### config.mk
export PLATFORM = sky130hd
export DESIGN_NAME = l3d_window
export DESIGN_NICKNAME = d
export VERILOG_FILES = /design/src/rtl/core/l3d_pkg.sv /design/src/rtl/core/l3d_cell.sv /design/src/rtl/core/l3d_window.sv
export SDC_FILE = /design/constraint.sdc
export NUM_CORES = 1
export LEC_CHECK = 0
export ABC_AREA = 1
export BUFFER_PORTS_ARGS = -buffer_cell sky130_fd_sc_hd__buf_2
export CAP_MARGIN = 20
export CORE_AREA = 2 2 199 201
export CTS_CLUSTER_SIZE = 10
export DETAILED_ROUTE_END_ITERATION = 6
export DIE_AREA = 0 0 201 203
export GPL_TIMING_DRIVEN = 1
export PLACE_DENSITY_LB_ADDON = 0.08
export SLEW_MARGIN = 20
export SYNTH_ARGS = -nofsm -noshare
export SYNTH_HDL_FRONTEND = slang
export SYNTH_SLANG_ARGS = --single-unit
### constraint.sdc
create_clock -name clk -period 10.35 [get_ports clk]
set_input_delay 1.5525 -clock clk [delete_from_list [all_inputs] [get_ports clk]]
set_output_delay 1.5525 -clock clk [all_outputs]
set_load 0.02 [all_outputs]
### src/rtl/core/l3d_pkg.sv
// Shared constants, types and helpers for the 3D life generation engine.
package l3d_pkg;

    localparam int SIDE        = 16;
    localparam int COORD_W     = 4;
    localparam int SIZE_W      = 5;
    localparam int ROWS        = SIDE * SIDE;
    localparam int ROW_AW      = 2 * COORD_W;
    localparam int LOOKAHEAD   = SIDE + 1;
    localparam int WIN_DEPTH   = 2 * LOOKAHEAD + 1;
    localparam int WRITE_DELAY = LOOKAHEAD + 1;
    localparam int SWEEP_LAST  = ROWS + LOOKAHEAD;
    localparam int CNT_W       = 9;
    localparam int TAPS        = 9;
    localparam int CENTER_TAP  = 4;
    localparam int SUM_W       = 4;
    localparam int COUNT_W     = 5;

    localparam logic [1:0] CMD_WRITE = 2'd0;
    localparam logic [1:0] CMD_READ  = 2'd1;
    localparam logic [1:0] CMD_STEP  = 2'd2;
    localparam logic [1:0] CMD_NOP   = 2'd3;

    localparam logic [COUNT_W-1:0] BIRTH_COUNT  = 5'd6;
    localparam logic [COUNT_W-1:0] SURVIVE_LOW  = 5'd5;
    localparam logic [COUNT_W-1:0] SURVIVE_HIGH = 5'd8;

    localparam logic [SIZE_W-1:0] SIZE_RESET = SIZE_W'(SIDE);

    typedef logic [SIDE-1:0]    row_t;
    typedef logic [COORD_W-1:0] coord_t;
    typedef logic [SIZE_W-1:0]  side_t;
    typedef logic [SUM_W-1:0]   psum_t;
    typedef logic [COUNT_W-1:0] count_t;
    typedef logic [TAPS-1:0]    col_t;

    typedef struct packed {
        coord_t y;
        coord_t z;
    } sweep_pos_t;

    function automatic side_t side_in_use(input side_t gs);
        return (gs > SIZE_W'(SIDE)) ? SIZE_W'(SIDE) : gs;
    endfunction

endpackage

### src/rtl/core/l3d_cell.sv
// One column cell: 3x3 plane sum, neighbor sum exchange and B6/S5678 rule.
module l3d_cell (
    input  l3d_pkg::col_t  col,
    input  logic           old_bit,
    input  logic           in_cube,
    input  l3d_pkg::psum_t left_sum,
    input  l3d_pkg::psum_t right_sum,
    output l3d_pkg::psum_t own_sum,
    output logic           new_bit
);
    import l3d_pkg::*;

    count_t total;
    logic   survive;
    logic   born;

    assign own_sum = SUM_W'($countones(col));

    assign total = COUNT_W'(left_sum) + COUNT_W'(own_sum) + COUNT_W'(right_sum)
                 - COUNT_W'(col[CENTER_TAP]);

    assign survive = (total >= SURVIVE_LOW) && (total <= SURVIVE_HIGH);
    assign born    = (total == BIRTH_COUNT);

    always_comb
    begin
        if (in_cube)
        begin
            new_bit = old_bit ? survive : born;
        end
        else
        begin
            new_bit = old_bit;
        end
    end

endmodule

### src/rtl/core/l3d_window.sv
// Row shift line over two planes plus three rows, tap masking and the chain of cells.
module l3d_window (
    input  logic                clk,
    input  l3d_pkg::row_t       row_in,
    input  l3d_pkg::sweep_pos_t pos,
    input  l3d_pkg::side_t      side,
    output l3d_pkg::row_t       new_row
);
    import l3d_pkg::*;

    row_t  sl_reg [1:WIN_DEPTH-1];
    row_t  win    [WIN_DEPTH];
    row_t  tap_row [TAPS];
    row_t  xmask;
    psum_t psum [SIDE];
    logic [2:0] ok_y;
    logic [2:0] ok_z;
    side_t yw;
    side_t zw;

    always_ff @(posedge clk)
    begin
        sl_reg[1] <= row_in;
        for (int k = 2; k < WIN_DEPTH; k++)
        begin
            sl_reg[k] <= sl_reg[k-1];
        end
    end

    always_comb
    begin
        win[0] = row_in;
        for (int k = 1; k < WIN_DEPTH; k++)
        begin
            win[k] = sl_reg[k];
        end
    end

    assign yw = {1'b0, pos.y};
    assign zw = {1'b0, pos.z};

    // neighbor row in the cube, no wrap at the faces
    assign ok_y[0] = (pos.y != '0) && (yw <= side);
    assign ok_y[1] = (yw < side);
    assign ok_y[2] = ((yw + SIZE_W'(1)) < side);
    assign ok_z[0] = (pos.z != '0) && (zw <= side);
    assign ok_z[1] = (zw < side);
    assign ok_z[2] = ((zw + SIZE_W'(1)) < side);

    always_comb
    begin
        for (int i = 0; i < SIDE; i++)
        begin
            xmask[i] = (SIZE_W'(i) < side);
        end
    end

    // tap (dy, dz) sits LOOKAHEAD - dy - SIDE*dz rows back
    always_comb
    begin
        for (int j = 0; j < 3; j++)
        begin
            for (int i = 0; i < 3; i++)
            begin
                tap_row[j*3+i] = win[LOOKAHEAD + 1 + SIDE - i - SIDE*j] & xmask
                               & {SIDE{ok_y[i] & ok_z[j]}};
            end
        end
    end

    for (genvar x = 0; x < SIDE; x++)
    begin : g_cell
        col_t  col;
        psum_t left_sum;
        psum_t right_sum;

        always_comb
        begin
            for (int t = 0; t < TAPS; t++)
            begin
                col[t] = tap_row[t][x];
            end
        end

        if (x == 0)
        begin : g_left_edge
            assign left_sum = '0;
        end
        else
        begin : g_left
            assign left_sum = psum[x-1];
        end

        if (x == SIDE-1)
        begin : g_right_edge
            assign right_sum = '0;
        end
        else
        begin : g_right
            assign right_sum = psum[x+1];
        end

        l3d_cell u_cell (
            .col       (col),
            .old_bit   (win[LOOKAHEAD][x]),
            .in_cube   (xmask[x] & ok_y[1] & ok_z[1]),
            .left_sum  (left_sum),
            .right_sum (right_sum),
            .own_sum   (psum[x]),
            .new_bit   (new_row[x])
        );
    end

endmodule

**Word level (Yosys, flattened, before mapping)**

Memories as Yosys holds them, arrays and structs flattened.
Index checks and enable logic that the tools add are counted.

- Register bits after elaboration: 0
- RAM bits: 544
- Input bits: 30
- Word-level logic and storage cells: 357
- Memories: 1

Memories:

| memory | words | width | read ports | clocked after memory_dff | write ports | RTL line | text |
|---|---|---|---|---|---|---|---|
| sl_reg | 34 | 16 | 34 | 0 | 34 | l3d_window.sv:11 | `row_t sl_reg [1:WIN_DEPTH-1];` |

- $add $sub $neg: 175
- Order comparisons: 54
- Equal/unequal tests: 16
- Mux-type cells: 32
- Bitwise logic cells: 59
- Reductions and logical operators: 20

Operator list:

| kind | number |
|---|---|
| 16-bit AND | 18 |
| 4-bit adder | 48 |
| 1-bit by 1-bit adder with 2-bit output | 64 |
| 5-bit by 3-bit equality test with 1-bit output, second input constant | 16 |
| 5-bit by 3-bit greater-or-equal comparator with 1-bit output, second input constant | 16 |
| 5-bit by 4-bit <= comparator with 1-bit output, second input constant | 16 |
| 5-bit by 1-bit subtractor with 5-bit output | 16 |
| 4-bit by 4-bit adder with 5-bit output | 15 |
| 5-bit by 4-bit adder with 5-bit output | 14 |
| 4-bit by 1-bit adder with 4-bit output | 16 |
| 1-bit AND | 41 |
| 4-bit by 5-bit less-than comparator with 1-bit output, first input constant | 8 |
| 1-bit 2-to-1 mux | 32 |
| 3-bit by 5-bit less-than comparator with 1-bit output, first input constant | 4 |
| 1-bit logical AND | 18 |
| 4-bit by 1-bit adder with 5-bit output, second input constant | 2 |
| 4-bit by 5-bit <= comparator with 1-bit output | 2 |
| 1-bit by 5-bit less-than comparator with 1-bit output, first input constant | 2 |
| 2-bit by 5-bit less-than comparator with 1-bit output, first input constant | 2 |
| 4-bit by 5-bit less-than comparator with 1-bit output | 2 |
| 5-bit less-than comparator | 2 |
| 4-bit nonzero test | 2 |

**Depth between registers and ports, before layout**

Gate-level depths: netlist of run 1.

- Depth after elaboration: 15
- Depth in mapped cells: 35
- Mapped depth without buffers: 33

**Hierarchy**

From an unflattened synthesis of run 1, not the netlist that was laid out.

- Cells, all modules: 2,418
- Area, all modules: 22,845.7 µm²

By module, submodules not included:

| module | instances | cells each | area an instance (µm²) | sequential area each (µm²) |
|---|---|---|---|---|
| l3d_window | 1 | 1,002 | 12,971.2 | 10,890.4 |
| l3d_cell at g_cell[0].u_cell ... | 10 | 87 | 609.3 | 0.0 |
| l3d_cell at g_cell[14].u_cell ... | 4 | 91 | 631.9 | 0.0 |
| l3d_cell at g_cell[13].u_cell ... | 2 | 91 | 626.9 | 0.0 |

**Worst setup path before layout of run 1**

OpenSTA, ideal clock, no wires.

- Path kind: input port to output port
- From: input side[2]
- To: output new_row[1]
- Arrival time: 7,267 ps
- Required time: 8,797 ps
- Slack: 1,530 ps
- Cell stages on the path: 35
- Path buffers: 2
- Path through: inv_1 > ha_1 > nand2_1 > inv_1 > o21ai_2 > nand3_2 > a22oi_2 > nand2_2 > buf_2 > nor2_1 > ha_1 > inv_1 > fa_1 > inv_1 > fa_1 > ha_1 > inv_1 > fa_1 > inv_1 > ha_1 > a21oi_1 > nand2_1 > nand2_1 > nand2_1 > ha_1 > inv_1 > ha_1 > a21oi_1 > nand2_1 > or2_2 > nand2_1 > xor2_1 > nand4_1 > o21ai_0 > buf_4

- Longest elaborated chain between the ends: 15

RTL lines:

| what | RTL line | text |
|---|---|---|
| start: declaration | l3d_window.sv:6 | `input l3d_pkg::side_t side,` |
| 4-bit by 5-bit <= comparator with 1-bit output, on equally long branches | l3d_window.sv:43, l3d_window.sv:46 |  |
| 1-bit logical AND, on equally long branches | l3d_window.sv:43, l3d_window.sv:46 |  |
| 1-bit AND | l3d_window.sv:66 | `& {SIDE{ok_y[i] & ok_z[j]}};` |
| 16-bit AND | l3d_window.sv:66 |  |
| 1-bit by 1-bit adder with 2-bit output (not written as such) | l3d_cell.sv:17 | `assign own_sum = SUM_W'($countones(col));` |
| 4-bit adder (not written as such) (2 in a row) | l3d_cell.sv:17 |  |
| 4-bit by 1-bit adder with 4-bit output (not written as such) | l3d_cell.sv:17 |  |
| 4-bit by 4-bit adder with 5-bit output | l3d_cell.sv:19 | `assign total = COUNT_W'(left_sum) + COUNT_W'(own_sum) + COUNT_W'(right_sum)` |
| 5-bit by 4-bit adder with 5-bit output | l3d_cell.sv:19 |  |
| 5-bit by 1-bit subtractor with 5-bit output | l3d_cell.sv:20 | `- COUNT_W'(col[CENTER_TAP]);` |
| 5-bit by 3-bit greater-or-equal comparator with 1-bit output / 5-bit by 4-bit <= comparator with 1-bit output (equally long branches) | l3d_cell.sv:22 | `assign survive = (total >= SURVIVE_LOW) && (total <= SURVIVE_HIGH);` |
| 1-bit logical AND | l3d_cell.sv:22 |  |
| 1-bit 2-to-1 mux | l3d_cell.sv:29 | `new_bit = old_bit ? survive : born;` |
| 1-bit 2-to-1 mux (*) | l3d_cell.sv:27 | `if (in_cube)` |
| end: declaration | l3d_window.sv:7 | `output l3d_pkg::row_t new_row` |

Mark *: on every way between the ends. The rest lies on a longest branch, timed or not.

**Final worst setup path of run 1**

Ends and elaborated chain as after synthesis.

==> results of run 1 <==
==> worst max path at each step <==
stage	endpoint	cells past startpoint
after CTS	new_row[1]	36
final	new_row[1]	36
after detailed placement	new_row[1]	36
after floorplan	new_row[1]	35
after global routing	new_row[1]	36
after global placement	new_row[2]	30
==> per-layer routing <==
metal / vias up / wire length, um / track usage, %
li1: 5851 / - / -
met1: 5525 / 19260 / 28.65
met2: 158 / 16590 / 30.54
met3: 50 / 1565 / 3.258
met4: 2 / 633 / 5.767
met5: - / 13 / 0
==> cell usage after synthesis, drive strengths merged <==
cell | count | area (um^2)
inv | 309 | 1162
clkbuf | 5 | 18.77
fa | 148 | 2963
nand4 | 14 | 87.58
or2 | 7 | 43.79
dfxtp | 544 | 10890
o21ai | 22 | 117.6
nand3 | 47 | 240.2
o21a | 2 | 15.01
buf | 28 | 195.2
nor3b | 55 | 412.9
o211ai | 3 | 22.52
xor2 | 14 | 122.6
a22oi | 7 | 72.57
a21o | 1 | 7.510
nor3 | 15 | 117.6
nand2b | 3 | 18.77
o2bb2ai | 1 | 8.760
nor4 | 2 | 12.51
a21boi | 1 | 7.510
a21oi | 30 | 161.4
nor2 | 136 | 559.3
xnor2 | 34 | 297.8
clkinv | 1 | 3.750
ha | 212 | 2653
o21bai | 1 | 7.510
nand3b | 2 | 15.01
o31ai | 2 | 15.01
a32oi | 1 | 8.760
nand2 | 194 | 745.7
==> cells by family (layout without fill, tap and decap cells) <==
logic type / count (synthesis) / count (layout)
buf+inv: 343 / 434
other cells: 0 / 4
simple gates: 475 / 475
flops: 544 / 544
fa+ha+maj: 360 / 360
xor+xnor: 48 / 48
compound gates: 71 / 71
==> layout by cell type, fill, tap and decap left out, drive strengths merged, types with 22 or more instances in the layout <==
cell type and count:
inv 311, nand2 194, a21oi 30, clkbuf 64, nor2 136, ha 212, nor3b 55, nand3 47
buf 54, fa 148, dfxtp 544, o21ai 22, xnor2 34
==> area by class of cell <==
class / instances / share of cell area (%)
diodes: 4 / 0.04272
multi-input cells: 954 / 37.29
well taps: 518 / 2.766
repair buffers: 54 / 1.356
clock buffers: 64 / 6.605
flip-flops and latches: 544 / 46.48
inverters: 310 / 4.977
clock inverters: 6 / 0.4806
==> per-stage QoR <==
step / cells / utilization, %
final: 2454 / 60.91
after CTS: 2450 / 60.87
after floorplan: 1841 / -
after global placement: 2380 / 56.56
after global routing: 2450 / 60.89
after detailed placement: 2380 / 56.56
==> timing repair <==
| action | in CTS | in global routing |
|---|---|---|
| gates resized for setup | 0 | 2 |
| setup endpoints to repair | 0 | 1 |
| hold endpoints to repair | 0 | 0 |
==> metrics.yaml, run 1 <==
r2r-start: "sl_reg[0][524]$_DFF_P_"
cts_max_level: 2
route.antenna.remaining_nets: 0
crit_fanout: 12
critPathLaunch: "side[2]"
r2r.worst_path.cells: 0
n_fill_cell: 3163
finalNetCount: 2315
setup_viol: 0
avgSynthCellArea_um2: 11.41
reg2reg_to: "sl_reg[0][540]$_DFF_P_"
pre_cts_ws_ns: 0.5551
post-cts-setup-buffers: 0
insertion_delay_ns: 0.62
crit_arrival_ns: 8.20
dpl_cell_area_um2: 21760
skew_ns: 0.04361
critPathKind: "input port to output port"
min-delay-start: "sl_reg[0][406]$_DFF_P_"
hold_depth: 0
tightest_slew_ns: 0.7910
synth_nets: 2231
yosys.area_share.simple_pct: 10.73
fmax_mhz: 102.5
start_util_pct: 54.60
status: "finished, final reports clean"
final.period_utilization_pct: 94.24
drc: 0
synth.distinct_cells: 45
synth_compound_area_share_pct: 2.115
std_cell_rows: 72
first_pass_iters: 4
grt_max_degree: 19
cts_tree: "built"
synth_top_family_by_area: "adder cells"
rsz0062_at_grt: "no"
cts_buffer_depth: 3
synthMuxAreaShare_pct: 0
r2r_slack_ns: 9.85
numCtsBuffers: 61
drtIter0Drc: 447
totalNegativeSetupSlack_ns: 0
fin_ws_ns: 0.5957
wl_per_cell_um: 15.51
cts_hold_buf: 0
whs_ns: 0.2857
end_kind: "output port"
io_buffers: 45
ys_warn_count: 0
grt_util_all_layers_pct: 19.73
die_w_um: 201
dr_total_vias: 11586
finalHoldViolations: 0
grt_pass1_vias: 12121
drv_cap: 0
required_ns: 8.80
largest_reg_flops: 544
ff_latch_area_um2: 10890
relSlewSlack_pct: 47.14
critical-path-slowest-cell: "fa_1"
drive_above_1_share_pct: 8.592
grt_first_pass_wirelength_mm: 63.05
die_area_um2: 40800
wirelength_mm: 38.06
die_y_um: 203
synthToLayoutAreaGrowth_pct: 11.56
core_area_um2: 38470
startpoint_type: "input port"
crit_top_cell: "nand2_1"
synthAdderAreaFrac_pct: 26.73
slew_viol_final: 0
yosysSeqAreaShare_pct: 51.85
fin_area_um2: 23430
synth_area_um2: 21000
gp_congestion: 0.8583
synth-seq-cells: 544
post-dp-hpwl_mm: 28.28
cts_sinks: 544
multiInputGateArea_um2: 8738
worst-path-buf-inv: 9
synth-xor-area-share_pct: 2.002
hp-class: "register to register"
netlist_instances: 1841
period_needed_ns: 9.754
antenna_found_initial: 1
clkTransAtPathRegs_ns: 0.06
pin_count: 46
root_buffer: "clkbuf_16"
hold_end: "sl_reg[0][422]$_DFF_P_"
via_per_inst: 4.721
grt_overflow_total: 0
critical-path-top-delay-family: "adder cells"
max_stage_delay_ns: 0.54
Power of run 1 is left out: the tool's default activity adds up to more than one toggle a clock period on the data nets, which glitch-free logic cannot reach.
==> inputs of run 2 (changes only) <==
CTS_BUF_LIST = sky130_fd_sc_hd__clkbuf_4 sky130_fd_sc_hd__clkbuf_8   (was default)
==> metrics.yaml, run 2 (same netlist as run 1, synthesis figures left out) <==
status: "finished, final reports clean"
fmax_mhz: 102.8
hold_end: "sl_reg[0][422]$_DFF_P_"
die_w_um: 201
relSlewSlack_pct: 45.26
slew_viol_final: 0
hold_depth: 0
gp_congestion: 0.8583
min-delay-start: "sl_reg[0][406]$_DFF_P_"
route.antenna.remaining_nets: 0
antenna_found_initial: 1
final_cells: 2530
synthToLayoutAreaGrowth_pct: 12.34
crit_fanout: 12
finalHoldViolations: 0
die_area_um2: 40800
std_cell_rows: 72
first_pass_iters: 5
startpoint_type: "input port"
pin_count: 46
drv_cap: 0
most-common-layout-cells: "dfxtp_1 (544), inv_1 (305), ha_1 (212)"
grt_pass1_vias: 12275
cts_sinks: 544
hp-class: "register to register"
skew_ns: 0.03503
insertion_delay_ns: 0.65
largest_reg_flops: 544
grt_max_degree: 17
numCtsBuffers: 82
drive_above_1_share_pct: 12.24
grt_overflow_total: 0
dr_total_vias: 11819
cts_buffer_depth: 3
clkTransAtPathRegs_ns: 0.07
drc: 0
root_buffer: "clkbuf_8"
end_kind: "output port"
r2r_slack_ns: 9.79
start_util_pct: 54.60
final_util_pct: 61.34
wl_per_cell_um: 15.22
grt_first_pass_wirelength_mm: 63.42
cts_max_level: 3
fin_area_um2: 23600
critPathKind: "input port to output port"
crit_top_cell: "nand2_1"
layout_commonest_cell: "dfxtp_1"
reg2reg_to: "sl_reg[0][307]$_DFF_P_"
tightest_slew_ns: 0.8191
required_ns: 8.80
via_per_inst: 4.672
cts_hold_buf: 0
post_cts_resized: 0
grt_util_all_layers_pct: 19.97
wirelength_mm: 38.50
core_area_um2: 38470
final.period_utilization_pct: 94.01
crit_arrival_ns: 8.18
setup_viol: 0
period_needed_ns: 9.730
r2r-start: "sl_reg[0][291]$_DFF_P_"
r2r.worst_path.cells: 0
cts_tree: "built"
rsz0062_at_grt: "no"
finalNetCount: 2336
critical-path-slowest-cell: "fa_1"
totalNegativeSetupSlack_ns: 0
dp_cells: 2380
io_buffers: 45
post-cts-setup-buffers: 0
post-dp-hpwl_mm: 28.28
die_y_um: 203
dpl_cell_area_um2: 21760
max_stage_delay_ns: 0.54
drtIter0Drc: 452
-- run 2: cell types whose count changed in the layout (fill, tap and decap cells not counted) --
cell / before / now
clkbuf_1: 2 / 0
inv_16: 2 / 0
diode_2: 4 / 2
clkinvlp_4: 1 / 6
clkinv_2: 1 / 7
clkbuf_4: 0 / 24
inv_6: 0 / 1
clkbuf_8: 1 / 104
inv_12: 0 / 1
clkbuf_16: 61 / 0
bufinv_16: 1 / 3
clkinv_16: 1 / 0
inv_8: 0 / 2
-- run 2: area by class of cell --
type | count | area (um^2)
Fill cell | 3173 | 14870
Clock buffer | 128 | 1612
Multi-Input combinational cell | 954 | 8738
Clock inverter | 20 | 217.7
Sequential cell | 544 | 10890
Tap cell | 518 | 648.1
Timing Repair Buffer | 54 | 317.8
Inverter | 310 | 1166
Antenna cell | 2 | 5.005
-- run 2: layer usage --
metal  track usage (%)  wire (um)
met1             28.56      19450
met2             30.51      16590
met5                 0          9
met3             3.772       1646
met4             6.984        794
-- run 2: worst max path at each step --
stage,start,endpoint,slack (ns)
after floorplan,side[2],new_row[1],1.53
after global placement,pos[0],new_row[2],0.72
after detailed placement,side[2],new_row[1],0.56
after CTS,side[3],new_row[1],0.54
after global routing,side[2],new_row[1],0.1
final,side[2],new_row[1],0.62
-- run 2: critical path, delay by kind of cell --
family                   cells  cell delay (ns)
adder cells (fa/ha/maj)      9             3.08
buffers and inverters        9             1.07
XOR/XNOR                     1             0.14
AND/OR/NAND/NOR             12             1.52
AO/OA/AOI/OAI                5             0.80
-- run 2: through the flow --
step / worst slack, ns / hold WS, ns
finish: 0.6201 / 0.3030
detailed placement: 0.5551 / 0.3121
global placement: 0.7207 / 0.3095
floorplan: 1.530 / 0.3096
global route: 0.09707 / 0.2990
CTS: 0.5425 / 0.3001
Power of run 2 is left out for the same reason.
